### config.mk
export PLATFORM = sky130hd
export DESIGN_NAME = fixed_slot_pool_allocator_top
export DESIGN_NICKNAME = d
export VERILOG_FILES = /design/src/hw/rtl/fspa_pkg.sv /design/src/hw/rtl/fixed_slot_pool_allocator_top.sv /design/src/hw/rtl/fspa_ctrl.sv /design/src/hw/rtl/fspa_datapath.sv
export SDC_FILE = /design/constraint.sdc
export NUM_CORES = 1
export LEC_CHECK = 0
export ABC_AREA = 0
export BUFFER_PORTS_ARGS = -buffer_cell sky130_fd_sc_hd__buf_2
export CAP_MARGIN = 20
export CORE_MARGIN = 2
export CORE_UTILIZATION = 62
export DETAILED_ROUTE_END_ITERATION = 10
export HOLD_SLACK_MARGIN = 0.15
export PLACE_DENSITY = 0.84
export SETUP_SLACK_MARGIN = 0.4
export SLEW_MARGIN = 20
export SYNTH_ARGS = -nofsm -noshare
export SYNTH_HDL_FRONTEND = slang
export SYNTH_HIERARCHICAL = 1
export SYNTH_SLANG_ARGS = --single-unit
### constraint.sdc
create_clock -name clock -period 7.22 [get_ports clock]
set_clock_uncertainty 0.1 [all_clocks]
set_input_delay 0 -clock clock [delete_from_list [all_inputs] [get_ports clock]]
set_output_delay 0 -clock clock [all_outputs]
set_load 0.01 [all_outputs]
### src/hw/rtl/fspa_pkg.sv
`timescale 1ns / 1ps

package fspa_pkg;

   localparam int SLOTS_DEFAULT     = 16;
   localparam int ADDR_BITS_DEFAULT = 32;
   localparam int SIZE_BITS_DEFAULT = 24;

   localparam int COUNT_W   = 5;
   localparam int TYPE_W    = 2;
   localparam int SLOTNUM_W = 4;
   localparam int ADDR_W    = 32;
   localparam int SIZE_W    = 24;
   localparam int STATUS_W  = 3;

   localparam logic [TYPE_W-1:0] REQ_LOAD    = 2'd0;
   localparam logic [TYPE_W-1:0] REQ_ALLOC   = 2'd1;
   localparam logic [TYPE_W-1:0] REQ_RELEASE = 2'd2;

   localparam logic [STATUS_W-1:0] STATUS_LOADED    = 3'd0;
   localparam logic [STATUS_W-1:0] STATUS_GRANTED   = 3'd1;
   localparam logic [STATUS_W-1:0] STATUS_RELEASED  = 3'd2;
   localparam logic [STATUS_W-1:0] STATUS_OOM       = 3'd3;
   localparam logic [STATUS_W-1:0] STATUS_UNMATCHED = 3'd4;

   typedef struct packed {
      logic [TYPE_W-1:0]    req_type;
      logic [SLOTNUM_W-1:0] slot_number;
      logic [ADDR_W-1:0]    req_addr;
      logic [SIZE_W-1:0]    req_size;
   } req_item_type;

   typedef struct packed {
      logic [STATUS_W-1:0]  status;
      logic [ADDR_W-1:0]    grant_addr;
      logic [SLOTNUM_W-1:0] slot_hit;
   } rsp_item_type;

   typedef enum logic [1:0] {
      ST_IDLE,
      ST_LOAD,
      ST_SCAN,
      ST_REJECT
   } state_type;

   typedef struct packed {
      logic latch;
      logic load_wr;
      logic step;
      logic hit;
      logic fail;
   } cmd_type;

   typedef struct packed {
      logic empty;
      logic match;
      logic last;
   } stat_type;

endpackage

### src/hw/rtl/fixed_slot_pool_allocator_top.sv
`timescale 1ns / 1ps
// Load and unused request types: busy is high for one cycle, the result strobe follows it.
// Allocate and release scan one slot per cycle from slot 0 and stop at the first match or at
// the last active slot; a request that finds no active slot fails without a scan.
// The next request is taken in the strobe cycle.
// The result strobe lasts one cycle and cannot be stalled by the receiver.
// Synchronous reset frees every slot and clears the slot count; slot contents are not cleared.

module fixed_slot_pool_allocator_top #(
   parameter int SLOTS     = fspa_pkg::SLOTS_DEFAULT,
   parameter int ADDR_BITS = fspa_pkg::ADDR_BITS_DEFAULT,
   parameter int SIZE_BITS = fspa_pkg::SIZE_BITS_DEFAULT
) (
   input  logic                          clock,
   input  logic                          reset,
   input  logic                          start,
   output logic                          busy,
   input  fspa_pkg::req_item_type        req_data,
   output logic                          rsp_valid,
   output fspa_pkg::rsp_item_type        rsp_data,
   input  logic                          csr_wr_en,
   input  logic [fspa_pkg::COUNT_W-1:0]  csr_wr_data
);
   import fspa_pkg::*;

   cmd_type  cmd;
   stat_type stat;

   fspa_ctrl u_ctrl (
      .clock    (clock),
      .reset    (reset),
      .start    (start),
      .req_type (req_data.req_type),
      .stat     (stat),
      .busy     (busy),
      .cmd      (cmd)
   );

   fspa_datapath #(
      .SLOTS     (SLOTS),
      .ADDR_BITS (ADDR_BITS),
      .SIZE_BITS (SIZE_BITS)
   ) u_datapath (
      .clock       (clock),
      .reset       (reset),
      .req_data    (req_data),
      .csr_wr_en   (csr_wr_en),
      .csr_wr_data (csr_wr_data),
      .cmd         (cmd),
      .stat        (stat),
      .rsp_valid   (rsp_valid),
      .rsp_data    (rsp_data)
   );

endmodule

### src/hw/rtl/fspa_ctrl.sv
`timescale 1ns / 1ps

module fspa_ctrl (
   input  logic                          clock,
   input  logic                          reset,
   input  logic                          start,
   input  logic [fspa_pkg::TYPE_W-1:0]   req_type,
   input  fspa_pkg::stat_type            stat,
   output logic                          busy,
   output fspa_pkg::cmd_type             cmd
);
   import fspa_pkg::*;

   state_type state_ff;
   state_type state_in;

   always_ff @(posedge clock) begin
      if (reset) begin
         state_ff <= ST_IDLE;
      end else begin
         state_ff <= state_in;
      end
   end

   always_comb begin
      state_in = state_ff;
      case (state_ff)
         ST_IDLE: begin
            if (start) begin
               case (req_type)
                  REQ_LOAD:    state_in = ST_LOAD;
                  REQ_ALLOC:   state_in = ST_SCAN;
                  REQ_RELEASE: state_in = ST_SCAN;
                  default:     state_in = ST_REJECT;
               endcase
            end
         end
         ST_LOAD:   state_in = ST_IDLE;
         ST_SCAN: begin
            if (stat.empty || stat.match || stat.last) begin
               state_in = ST_IDLE;
            end
         end
         ST_REJECT: state_in = ST_IDLE;
         default:   state_in = ST_IDLE;
      endcase
   end

   always_comb begin
      cmd  = '0;
      busy = 1'b1;
      case (state_ff)
         ST_IDLE: begin
            busy      = 1'b0;
            cmd.latch = start;
         end
         ST_LOAD: begin
            cmd.load_wr = 1'b1;
         end
         ST_SCAN: begin
            if (stat.empty) begin
               cmd.fail = 1'b1;
            end else if (stat.match) begin
               cmd.hit = 1'b1;
            end else if (stat.last) begin
               cmd.fail = 1'b1;
            end else begin
               cmd.step = 1'b1;
            end
         end
         ST_REJECT: begin
            cmd.fail = 1'b1;
         end
         default: begin
            busy = 1'b1;
         end
      endcase
   end

   a_accept_sets_busy: assert property (@(posedge clock) disable iff (reset)
      start && !busy |=> busy)
      else $error("accepted request did not raise busy");

   a_hit_fail_exclusive: assert property (@(posedge clock) disable iff (reset)
      !(cmd.hit && cmd.fail))
      else $error("hit and fail issued together");

endmodule

### src/hw/rtl/fspa_datapath.sv
`timescale 1ns / 1ps

module fspa_datapath #(
   parameter int SLOTS     = fspa_pkg::SLOTS_DEFAULT,
   parameter int ADDR_BITS = fspa_pkg::ADDR_BITS_DEFAULT,
   parameter int SIZE_BITS = fspa_pkg::SIZE_BITS_DEFAULT
) (
   input  logic                             clock,
   input  logic                             reset,
   input  fspa_pkg::req_item_type           req_data,
   input  logic                             csr_wr_en,
   input  logic [fspa_pkg::COUNT_W-1:0]     csr_wr_data,
   input  fspa_pkg::cmd_type                cmd,
   output fspa_pkg::stat_type               stat,
   output logic                             rsp_valid,
   output fspa_pkg::rsp_item_type           rsp_data
);
   import fspa_pkg::*;

   localparam int IDX_W = (SLOTS > 1) ? $clog2(SLOTS) : 1;
   localparam int CNT_W = $clog2(SLOTS + 1);

   logic [ADDR_BITS-1:0] base_mem [SLOTS];
   logic [SIZE_BITS-1:0] bytes_mem [SLOTS];

   req_item_type         req_ff;
   logic [COUNT_W-1:0]   slot_count_ff;
   logic [SLOTS-1:0]     busy_ff;
   logic [SLOTS-1:0]     busy_in;
   logic [IDX_W-1:0]     idx_ff;
   logic [IDX_W-1:0]     idx_in;
   logic [ADDR_BITS-1:0] rd_base_ff;
   logic [SIZE_BITS-1:0] rd_bytes_ff;
   logic                 rsp_valid_ff;
   logic                 rsp_valid_in;
   rsp_item_type         rsp_ff;
   rsp_item_type         rsp_in;

   logic [CNT_W-1:0]     active_n;
   logic                 is_alloc;
   logic                 load_in_range;
   logic [IDX_W-1:0]     load_idx;
   logic [ADDR_BITS-1:0] key_addr;
   logic [SIZE_BITS-1:0] key_size;

   always_comb begin
      if (int'(slot_count_ff) > SLOTS) begin
         active_n = CNT_W'(SLOTS);
      end else begin
         active_n = CNT_W'(slot_count_ff);
      end
   end

   assign is_alloc      = (req_ff.req_type == REQ_ALLOC);
   assign load_in_range = (int'(req_ff.slot_number) < SLOTS);
   assign load_idx      = IDX_W'(req_ff.slot_number);
   assign key_addr      = ADDR_BITS'(req_ff.req_addr);
   assign key_size      = SIZE_BITS'(req_ff.req_size);

   always_comb begin
      stat.empty = (active_n == '0);
      stat.last  = ((CNT_W'(idx_ff) + CNT_W'(1)) == active_n);
      if (is_alloc) begin
         stat.match = !busy_ff[idx_ff] && (rd_bytes_ff == key_size);
      end else begin
         stat.match = busy_ff[idx_ff] && (rd_base_ff == key_addr);
      end
   end

   always_comb begin
      if (cmd.latch) begin
         idx_in = '0;
      end else if (cmd.step) begin
         idx_in = idx_ff + IDX_W'(1);
      end else begin
         idx_in = idx_ff;
      end
   end

   always_comb begin
      busy_in = busy_ff;
      if (cmd.load_wr && load_in_range) begin
         busy_in[load_idx] = 1'b0;
      end
      if (cmd.hit) begin
         busy_in[idx_ff] = is_alloc;
      end
   end

   always_comb begin
      rsp_valid_in = cmd.load_wr || cmd.hit || cmd.fail;
      rsp_in       = '0;
      if (cmd.load_wr) begin
         rsp_in.status   = STATUS_LOADED;
         rsp_in.slot_hit = req_ff.slot_number;
      end else if (cmd.hit) begin
         rsp_in.slot_hit = SLOTNUM_W'(idx_ff);
         if (is_alloc) begin
            rsp_in.status     = STATUS_GRANTED;
            rsp_in.grant_addr = ADDR_W'(rd_base_ff);
         end else begin
            rsp_in.status = STATUS_RELEASED;
         end
      end else begin
         rsp_in.status = is_alloc ? STATUS_OOM : STATUS_UNMATCHED;
      end
   end

   always_ff @(posedge clock) begin
      if (reset) begin
         slot_count_ff <= '0;
         busy_ff       <= '0;
         idx_ff        <= '0;
         rsp_valid_ff  <= 1'b0;
      end else begin
         if (csr_wr_en) begin
            slot_count_ff <= csr_wr_data;
         end
         busy_ff      <= busy_in;
         idx_ff       <= idx_in;
         rsp_valid_ff <= rsp_valid_in;
      end
   end

   always_ff @(posedge clock) begin
      if (cmd.latch) begin
         req_ff <= req_data;
      end
      rsp_ff <= rsp_in;
   end

   always_ff @(posedge clock) begin
      if (cmd.load_wr && load_in_range) begin
         base_mem[load_idx]  <= key_addr;
         bytes_mem[load_idx] <= key_size;
      end
      rd_base_ff  <= base_mem[idx_in];
      rd_bytes_ff <= bytes_mem[idx_in];
   end

   assign rsp_valid = rsp_valid_ff;
   assign rsp_data  = rsp_ff;

   a_strobe_single: assert property (@(posedge clock) disable iff (reset)
      rsp_valid |=> !rsp_valid)
      else $error("result strobe lasted more than one cycle");

   a_grant_marks_busy: assert property (@(posedge clock) disable iff (reset)
      cmd.hit && is_alloc |=> busy_ff[$past(idx_ff)])
      else $error("granted slot not marked busy");

   a_release_frees: assert property (@(posedge clock) disable iff (reset)
      cmd.hit && !is_alloc |=> !busy_ff[$past(idx_ff)])
      else $error("released slot still busy");

   a_fail_no_addr: assert property (@(posedge clock) disable iff (reset)
      rsp_valid && (rsp_data.status != STATUS_GRANTED) |-> (rsp_data.grant_addr == '0))
      else $error("address reported without a grant");

endmodule
==> results.json, run 1 <==
{
  "critPathMaxFanout": 81,
  "nFillCells": 3418,
  "hold_class": "in2reg",
  "postCtsResizedCells": 0,
  "ctsRootBufferMaster": "clkbuf_16",
  "fin_util_pct": 73.1,
  "gr-total-overflow": 0,
  "syn-num-nets": 1891,
  "grt_pass1_vias": 21100,
  "tns_ps": 0,
  "final_max_slew_viol_count": 0,
  "final_common_cell": "edfxtp_1",
  "ys.flop_type": "edfxtp_1",
  "dr.pass1.iters": 5,
  "start_util_pct": 63.0,
  "r2r_slack_ps": 1660,
  "grt_pass1_wl_um": 138000,
  "cap_violations": 0,
  "cts_made_buffers": 100,
  "drc_errors": 0,
  "synth_seq_cells": 1081,
  "cts_tree": "built",
  "multi_input_area_um2": 8260,
  "wl_per_cell_um": 31.2,
  "drive_gt1_share_pct": 25.2,
  "grt_max_degree": 118,
  "clk_pin_slew_worst_paths_ps": 60,
  "worstPathRequired_ps": 7660,
  "insertion_delay_ps": 670,
  "yosys.cell_types.count": 49,
  "fmax_mhz": 180,
  "slowest_delay_ps": 740,
  "place_hpwl_um": 44800,
  "core_um2": 63300,
  "drtIter0Drc": 2524,
  "antenna_found_initial": 0,
  "status": "completed",
  "via_per_inst": 6.72,
  "dpl_worst_slack_ps": 1750,
  "setup_slack_ps": 1660,
  "final_cell_mix": "958 x edfxtp_1, 228 x mux4_2, 147 x dlygate4sd3_1",
  "ys_warn_count": 6,
  "vias": 20400,
  "fin_hold_ws_ps": 259,
  "cts-htree-levels": 3,
  "r2r-end": "u_datapath/rd_base_ff[17]",
  "track_usage_pct": 28.9,
  "worst_pin_slew_ps": 1070,
  "finalCritPeriodShare_pct": 77.0,
  "worstPathArrival_ps": 6000,
  "cp.depth": 11,
  "crit_family": "compound AO/OA/AOI/OAI gates",
  "hp-start": "start",
  "antenna_cells": 0,
  "relSlewSlack_pct": 28.4,
  "reg2reg_from": "u_datapath/idx_ff[0]",
  "hold_viol_final": 0,
  "wirelength_um": 94800,
  "finalSetupViolCount": 0,
  "critical_path.startpoint_type": "register",
  "nets": 2184,
  "synth_area_um2": 39900,
  "async_reset_ff_share_pct": 0,
  "p_leak_nw": 14.7,
  "clkSinkCount": 1081,
  "crit_buf_inv": 1,
  "syn_inst": 1814,
  "place_inst": 2704,
  "syn2layout_area_growth_pct": 16.1,
  "num_rows": 92,
  "cpMaxStageDelayCell": "dfxtp_1",
  "rr_worst_depth": 11,
  "worstSetupEndpointType": "register",
  "gp_congestion": 0.809,
  "dieArea_um2": 66300,
  "clk_path_buf_depth": 3,
  "die_y_um": 258,
  "port_buffers": 111,
  "cellPowerDensity_nw_per_um2": 277,
  "setup.worst_path.class": "reg2reg",
  "period_needed_ps": 5560,
  "io_pins": 112,
  "ir_worst_vdd_mv": 0.235,
  "seq_area_um2": 31200,
  "grt_setup_unrepaired": "false",
  "ys_seq_area_share_pct": 78.4,
  "postRouteAntennaNets": 0,
  "finalNonFillerCells": 3041,
  "floorplan.die.width_um": 258,
  "holdPathEnd": "u_ctrl/state_ff[1]",
  "holdPathStages": 4,
  "syn_avg_cell_area_um2": 22.0,
  "crit_chain": "mux4_2 > a22o_1 > a221oi_1 > o21ai_0 > nor3_2 > mux2i_2 > nor2_4 > buf_12 > mux4_2 > a22o_1 > a221o_1",
  "synth-edff-count": 958
}
-- synth_stat cells (4+ instances only) --
| cell | number | area (um2) |
|---|---|---|
| a21oi_1 | 17 | 85.1 |
| a221o_1 | 56 | 561 |
| a22o_1 | 57 | 499 |
| and2_1 | 33 | 206 |
| buf_1 | 4 | 15.0 |
| buf_2 | 29 | 145 |
| buf_4 | 4 | 30.0 |
| buf_6 | 8 | 90.1 |
| clkbuf_1 | 54 | 203 |
| dfxtp_1 | 123 | 2460 |
| edfxtp_1 | 958 | 28800 |
| ha_1 | 6 | 75.1 |
| inv_1 | 6 | 22.5 |
| mux2i_1 | 5 | 50.1 |
| mux4_2 | 228 | 5130 |
| nand2_1 | 12 | 45.0 |
| nand3_1 | 22 | 110 |
| nand3b_1 | 15 | 113 |
| nand4_1 | 29 | 181 |
| nor2_1 | 25 | 93.8 |
| nor2b_1 | 8 | 50.1 |
| nor3_1 | 16 | 80.1 |
| o211ai_1 | 4 | 30.0 |
| o21ai_0 | 6 | 30.0 |
| xnor2_1 | 59 | 517 |
| xor2_1 | 4 | 35.0 |
-- layer usage --
| metal | wire length, um | part of all wire, % | up-vias | track usage (%) |
|---|---|---|---|---|
| met5 | 0 | 0 | - | 0 |
| met4 | 3970 | 4.2 | 0 | 11.0 |
| met3 | 8860 | 9.4 | 286 | 4.76 |
| met2 | 48900 | 52 | 1424 | 49.4 |
| met1 | 33000 | 35 | 10500 | 38.0 |
| li1 | - | - | 8174 | - |
-- cell type report --
class	count	share of cell area, %
clock inverters	45	1.03
multi-input cells	627	17.9
clock buffers	145	6.15
repair buffers	291	5.11
flip-flops and latches	1081	67.5
inverters	6	0.0541
well taps	846	2.29
-- cell families (layout without fill, tap and decap cells) --
family / count (synthesis) / in the layout / share of synthesized area, %
AOI/OAI and AO/OA: 148 / 148 / 3.22
buffers and inverters: 106 / 487 / 1.28
and+or+nand+nor: 176 / 176 / 2.52
xor gates and xnor gates: 63 / 63 / 1.38
adders and majority gates: 6 / 6 / 0.188
DFF: 1081 / 1081 / 78.4
muxes: 234 / 234 / 13.0
-- worst max-delay path by stage --
stage | start | to | slack, ps
floorplan | u_ctrl/state_ff[1] | u_datapath/busy_ff[0] | 1670
global placement | u_datapath/idx_ff[0] | u_datapath/rd_base_ff[31] | 1860
detailed placement | u_datapath/idx_ff[0] | u_datapath/rd_bytes_ff[20] | 1750
CTS | u_datapath/idx_ff[0] | u_datapath/rd_base_ff[17] | 1680
global route | u_datapath/idx_ff[0] | u_datapath/rd_base_ff[17] | 1420
finish | u_datapath/idx_ff[0] | u_datapath/rd_base_ff[17] | 1660
-- sequential cells by signal (all words and copies together) (netlist names) --
signal                    count
u_datapath/rd_bytes_ff       24
u_datapath/bytes_mem        384
u_datapath/base_mem         512
u_datapath/req_ff             2
u_datapath/busy_ff           16
u_ctrl/state_ff               2
u_datapath/idx_ff             4
u_datapath/rsp_data          39
u_datapath/rd_base_ff        32
u_datapath/rsp_valid          1
u_datapath/key_addr          32
u_datapath/key_size          24
u_datapath/slot_count_ff      5
u_datapath/load_idx           4
-- worst min-delay path, cell delays in order --
cell	delay (ps)
dlygate4sd3_1	540
buf_2	120
or3b_4	250
o32ai_2	70
-- through the flow --
step                power, mW  area [um2]
finish                   12.8       46300
detailed placement       7.55       41500
floorplan                7.38       39900
global placement         7.53       41500
global route             13.1       46300
CTS                      12.9       46300
-- report_power, final --
group          switching [mW]  internal [mW]  total (mW)
clock network            2.25           3.06        5.31
registers               0.137           6.92        7.06
logic                   0.225          0.218       0.443
-- timing repair --
| action | 4_1_cts | 5_1_grt |
|---|---|---|
| hold buffers | 147 | 0 |
| hold endpoints to repair | 118 | 0 |
| buffers inserted | 0 | 0 |
(Power assumes the default switching activity.)
==> run 2: changes to the inputs <==
clock period = 5.7 ns   (was 7.22 ns; I/O delays follow)
==> results.json, run 2 (synthesis results as in run 1) <==
{
  "wirelength_um": 97200,
  "tns_ps": 0,
  "clk_pin_slew_worst_paths_ps": 60,
  "worstPathRequired_ps": 6150,
  "status": "completed",
  "insertion_delay_ps": 680,
  "hold_class": "in2reg",
  "cellPowerDensity_nw_per_um2": 348,
  "holdPathStages": 3,
  "gp_congestion": 0.771,
  "period_needed_ps": 5120,
  "drc_errors": 0,
  "final_max_slew_viol_count": 0,
  "worst_pin_slew_ps": 1180,
  "io_pins": 112,
  "fin_util_pct": 73.6,
  "antenna_found_initial": 2,
  "gr-total-overflow": 0,
  "floorplan.die.width_um": 258,
  "drtIter0Drc": 2668,
  "hold_viol_final": 0,
  "relSlewSlack_pct": 21.2,
  "reg2reg_from": "u_datapath/key_addr[27]",
  "clkSinkCount": 1081,
  "p_leak_nw": 14.8,
  "nets": 2205,
  "ir_worst_vdd_mv": 0.330,
  "vias": 20500,
  "place_inst": 2723,
  "core_um2": 63300,
  "grt_pass1_vias": 21400,
  "start_util_pct": 63.0,
  "syn2layout_area_growth_pct": 17.0,
  "largest_register_ffs": 512,
  "via_per_inst": 6.70,
  "port_buffers": 111,
  "place_hpwl_um": 46500,
  "ctsRootBufferMaster": "clkbuf_16",
  "critPathMaxFanout": 17,
  "track_usage_pct": 30.0,
  "dr.pass1.iters": 5,
  "dieArea_um2": 66300,
  "hp-start": "reset",
  "startpoint": "u_datapath/key_addr[27]",
  "grt_setup_unrepaired": "false",
  "worstSetupEndpointType": "register",
  "die_y_um": 258,
  "finalSetupViolCount": 0,
  "finalNonFillerCells": 3062,
  "final_cell_mix": "958 x edfxtp_1, 228 x mux4_2, 147 x dlygate4sd3_1",
  "holdPathEnd": "u_datapath/rsp_valid",
  "num_rows": 92,
  "grt_max_degree": 57,
  "postCtsSetupRepairBufs": 0,
  "wl_per_cell_um": 31.7,
  "clk_path_buf_depth": 3,
  "cts_made_buffers": 101,
  "largest_register": "u_datapath/base_mem",
  "cts_tree": "built",
  "setup.worst_path.class": "reg2reg",
  "finalCritPeriodShare_pct": 89.8,
  "postRouteAntennaNets": 0,
  "r2r-end": "u_datapath/rd_bytes_ff[16]",
  "r2r_slack_ps": 580,
  "grt_pass1_wl_um": 142000,
  "worstPathArrival_ps": 5570,
  "critical_path.startpoint_type": "register",
  "final_common_cell": "edfxtp_1",
  "drive_gt1_share_pct": 25.9,
  "cts-htree-levels": 3,
  "cap_violations": 0,
  "rr_worst_depth": 12,
  "fmax_mhz": 195
}
## run 2: how the worst max path moves through the flow
stage	to	slack, ps	depth (start not counted)
floorplan	u_datapath/busy_ff[4]	490	5
global placement	u_datapath/rd_base_ff[16]	930	13
detailed placement	u_datapath/rd_base_ff[13]	830	13
CTS	u_datapath/rd_base_ff[15]	720	13
global route	u_datapath/rd_bytes_ff[16]	470	13
finish	u_datapath/rd_bytes_ff[16]	580	12
## run 2: power by group
| part | switching, mW | internal [mW] | total (mW) |
|---|---|---|---|
| Combinational | 0.294 | 0.287 | 0.581 |
| Clock | 2.89 | 3.83 | 6.72 |
| Sequential | 0.174 | 8.76 | 8.94 |
| Total | 3.36 | 12.9 | 16.2 |
## run 2: what timing repair did
action,in CTS,in global routing
hold buffers,147,0
hold endpoints to repair,102,0
resized for setup,0,0
## run 2: routing by layer
layer | vias to the layer above | track usage [%] | wire length, um
met3 | 303 | 5.69 | 8520
met1 | 10700 | 38.4 | 33800
met5 | - | 0 | 0
met4 | 0 | 13.4 | 4650
met2 | 1336 | 50.7 | 50200
li1 | 8216 | - | -
## run 2: through the flow
stage,cell area [um2],worst slack [ps],power (mW),hold slack [ps]
floorplan,39900,494,9.34,-23.3
global placement,41700,931,9.54,76.6
detailed placement,41800,833,9.58,78.1
CTS,46600,721,16.3,230
global route,46600,469,16.6,279
finish,46600,581,16.2,275
## run 2: worst max-delay path: stages, from the launching register on
cell and delay, ps:
edfxtp_1 600, xnor2_1 500, nand4_1 260, nor4_1 620, nand3_1 160, o21ai_0 480, nor3_2 180, xnor2_1 210
nor2_4 610, buf_4 380, mux4_2 350, a22o_1 250, a221o_1 270
## run 2: layout make-up
cell class | instances | area [um2]
Multi-Input combinational cell | 627 | 8270
Sequential cell | 1081 | 31200
Clock inverter | 38 | 425
Fill cell | 3344 | 16700
Antenna cell | 3 | 7.51
Inverter | 6 | 25.0
Timing Repair Buffer | 311 | 2720
Tap cell | 846 | 1060
Clock buffer | 150 | 2880
==> run 3: changes to the inputs <==
CORE_UTILIZATION = 45   (was 62)
PLACE_DENSITY = 0.66   (was 0.84)
SYNTH_HIERARCHICAL = not set   (was 1)
==> results.json, run 3 <==
{
  "nFillCells": 7598,
  "dr.pass1.iters": 5,
  "synth_top_area_share_pct": 67.1,
  "tns_ps": 0,
  "via_per_inst": 6.05,
  "synth-edff-count": 958,
  "cap_violations": 0,
  "critical_path.startpoint_type": "register",
  "synth_area_leaders": "edfxtp_1 67%, o211ai_1 6.2%, dfxtp_1 5.7%",
  "worstSetupEndpointType": "register",
  "io_pins": 112,
  "relSlewSlack_pct": 22.3,
  "finalSetupViolCount": 0,
  "synthSimpleGateAreaFrac_pct": 4.89,
  "postCtsSetupRepairBufs": 0,
  "cts-htree-levels": 3,
  "syn_avg_cell_area_um2": 14.7,
  "clkSinkCount": 1081,
  "drtIter0Drc": 3330,
  "grt_max_degree": 225,
  "use_met1_pct": 32.1,
  "power.switching_mw": 3.67,
  "comb_power_share_pct": 4.8,
  "top_usage_layer": "met2",
  "synth_mux_area_share_pct": 1.68,
  "met3_usage_pct": 3.92,
  "synthAdderAreaFrac_pct": 0.175,
  "core_um2": 94700,
  "status": "completed",
  "ir_worst_vdd_mv": 0.278,
  "largest_register": "u_datapath.base_mem",
  "cts_tree": "built",
  "async_reset_ff_share_pct": 0,
  "syn_inst": 2921,
  "ys_top_cells_by_count": "958 x edfxtp_1, 353 x o211ai_1, 179 x nand2_1",
  "pwr-share-clk_pct": 42.3,
  "ctsRootBufferMaster": "clkbuf_16",
  "dieArea_um2": 97700,
  "grt_pass1_vias": 26600,
  "syn-num-nets": 2998,
  "hold_class": "in2reg",
  "gp_congestion": 0.865,
  "antenna_cells": 0,
  "ys.flop_type": "edfxtp_1",
  "postRouteAntennaNets": 0,
  "cpMaxStageDelayCell": "dfxtp_1",
  "grt_setup_unrepaired": "false",
  "synth_seq_cells": 1081,
  "final_cell_mix": "958 x edfxtp_1, 353 x o211ai_1, 177 x nand2_1",
  "track_usage_pct": 23.0,
  "start_util_pct": 45.2,
  "drc_errors": 0,
  "switching_share_pct": 21.7,
  "syn2layout_area_growth_pct": 17.0,
  "clk_pin_slew_worst_paths_ps": 60,
  "final_common_cell": "edfxtp_1",
  "seqPwrFrac_pct": 52.9,
  "finalNonFillerCells": 4476,
  "reg2reg_from": "u_datapath.idx_ff[0]",
  "largest_register_ffs": 512,
  "dpl_worst_slack_ps": 993,
  "design_area_um2": 50100,
  "synth_xor_area_share_pct": 1.33,
  "hold_viol_final": 0,
  "place_inst": 4126,
  "synth_area_um2": 42800,
  "drive_gt1_share_pct": 13.4,
  "clk_path_buf_depth": 3,
  "dpl_cell_area_um2": 45100,
  "r2r_slack_ps": 850,
  "num_rows": 113,
  "cellPowerDensity_nw_per_um2": 337,
  "setup.worst_path.class": "reg2reg",
  "worstPathArrival_ps": 5290,
  "gr-total-overflow": 0,
  "cts_made_buffers": 108,
  "synth_compound_area_share_pct": 15.1,
  "vias": 27100,
  "final_max_slew_viol_count": 0,
  "synth.most_common_cell": "edfxtp_1",
  "antenna_found_initial": 5,
  "intPower_mw": 13.2,
  "finalCritPeriodShare_pct": 85.0,
  "yosys.cell_types.count": 55,
  "worstPathRequired_ps": 6140,
  "nets": 3194,
  "floorplan.die.width_um": 313,
  "hp-start": "req_data[61]",
  "wirelength_um": 115000,
  "critPathMaxFanout": 43,
  "met2_usage_pct": 36.5,
  "worst_pin_slew_ps": 1170,
  "ys_seq_area_share_pct": 72.9,
  "place_hpwl_um": 57900,
  "startpoint": "u_datapath.idx_ff[0]",
  "grt_pass1_wl_um": 169000,
  "insertion_delay_ps": 670,
  "port_buffers": 111,
  "synth_top_area_cell": "edfxtp_1",
  "fmax_mhz": 206,
  "p_leak_nw": 16.5,
  "crit_chain": "ha_1 > xor2_1 > or4b_1 > mux2i_1 > o22a_1 > or2_1 > o21ai_0 > a21oi_4 > buf_4 > a31oi_1 > nand4_1 > o211ai_1",
  "synth_top_family_by_area": "compound AO/OA/AOI/OAI gates",
  "slowest_delay_ps": 800,
  "setup_slack_ps": 852,
  "wl_per_cell_um": 25.7,
  "die_y_um": 313,
  "ys_warn_count": 0,
  "period_needed_ps": 4850
}
[run 3: cell types whose count changed in the layout (fill, tap and decap cells not counted), sizes merged, moves of 54 or more]
| cell | change |
|---|---|
| a211oi | +56 |
| a21boi | +54 |
| o211ai | +390 |
| mux2i | +57 |
| a311o | +55 |
| mux4 | -224 |
| nand2 | +168 |
| a31oi | +71 |
| a221o | -56 |
| inv | +170 |
| o21ai | +67 |
[run 3: metal layers]
metal / share of wire (%) / wire length, um
met4: 3.2 / 3660
met1: 41 / 47300
met3: 9.0 / 10300
met5: 0.012 / 14
met2: 47 / 53800
[run 3: cells by family after synthesis]
kind of cell,count (synthesis)
muxes,67
adders and majority gates,6
DFF,1081
xor gates and xnor gates,64
buffers and inverters,415
AOI/OAI and AO/OA,853
and+or+nand+nor,435
[run 3: layout make-up]
class / count / area [um2] / area share [%]
sequential: 1081 / 31200 / 62.3
multi-input combinational: 1425 / 10200 / 20.3
clock buffer: 148 / 3000 / 5.98
timing repair buffer: 327 / 2910 / 5.80
tap: 1265 / 1580 / 3.16
inverter: 174 / 656 / 1.31
clock inverter: 56 / 587 / 1.17
[run 3: power groups by stage]
stage	sequential [mW]	combinational [mW]	clock, mW
4_1_cts	8.94	0.809	7.25
5_1_grt	8.96	0.875	7.55
3_5_place_dp	9.11	0.727	0
6_report	8.94	0.817	7.15
3_3_place_gp	9.09	0.711	0
2_1_floorplan	9.04	0.459	0
[run 3: worst paths after layout]
path         cells past startpoint                         to
max                             12  u_datapath.rd_base_ff[31]
min                              5         u_ctrl.state_ff[0]
max reg2reg                     12  u_datapath.rd_base_ff[31]
min reg2reg                      1    u_datapath.rsp_data[17]
[run 3: worst max-delay path: cells and delay by family, from the launching register on]
kind	cells	cell delay, ps
simple gates	3	1150
flops	1	800
mux	1	180
xor+xnor	1	210
fa+ha+maj	1	590
compound gates	5	950
buf+inv	1	690
[run 3: what timing repair did]
| action | in CTS | in global routing |
|---|---|---|
| hold buffers | 145 | 0 |
| endpoints found under the hold margin | 90 | 0 |
| gates resized for setup | 0 | 0 |
[run 3: stage by stage]
step                total power, mW  hold WS, ps  util, %
finish                         16.9          268     52.9
floorplan                      9.50        -1.13        -
global placement               9.80         78.2     47.5
global route                   17.4          302     52.9
CTS                            17.0          225     52.9
detailed placement             9.83         78.1     47.6
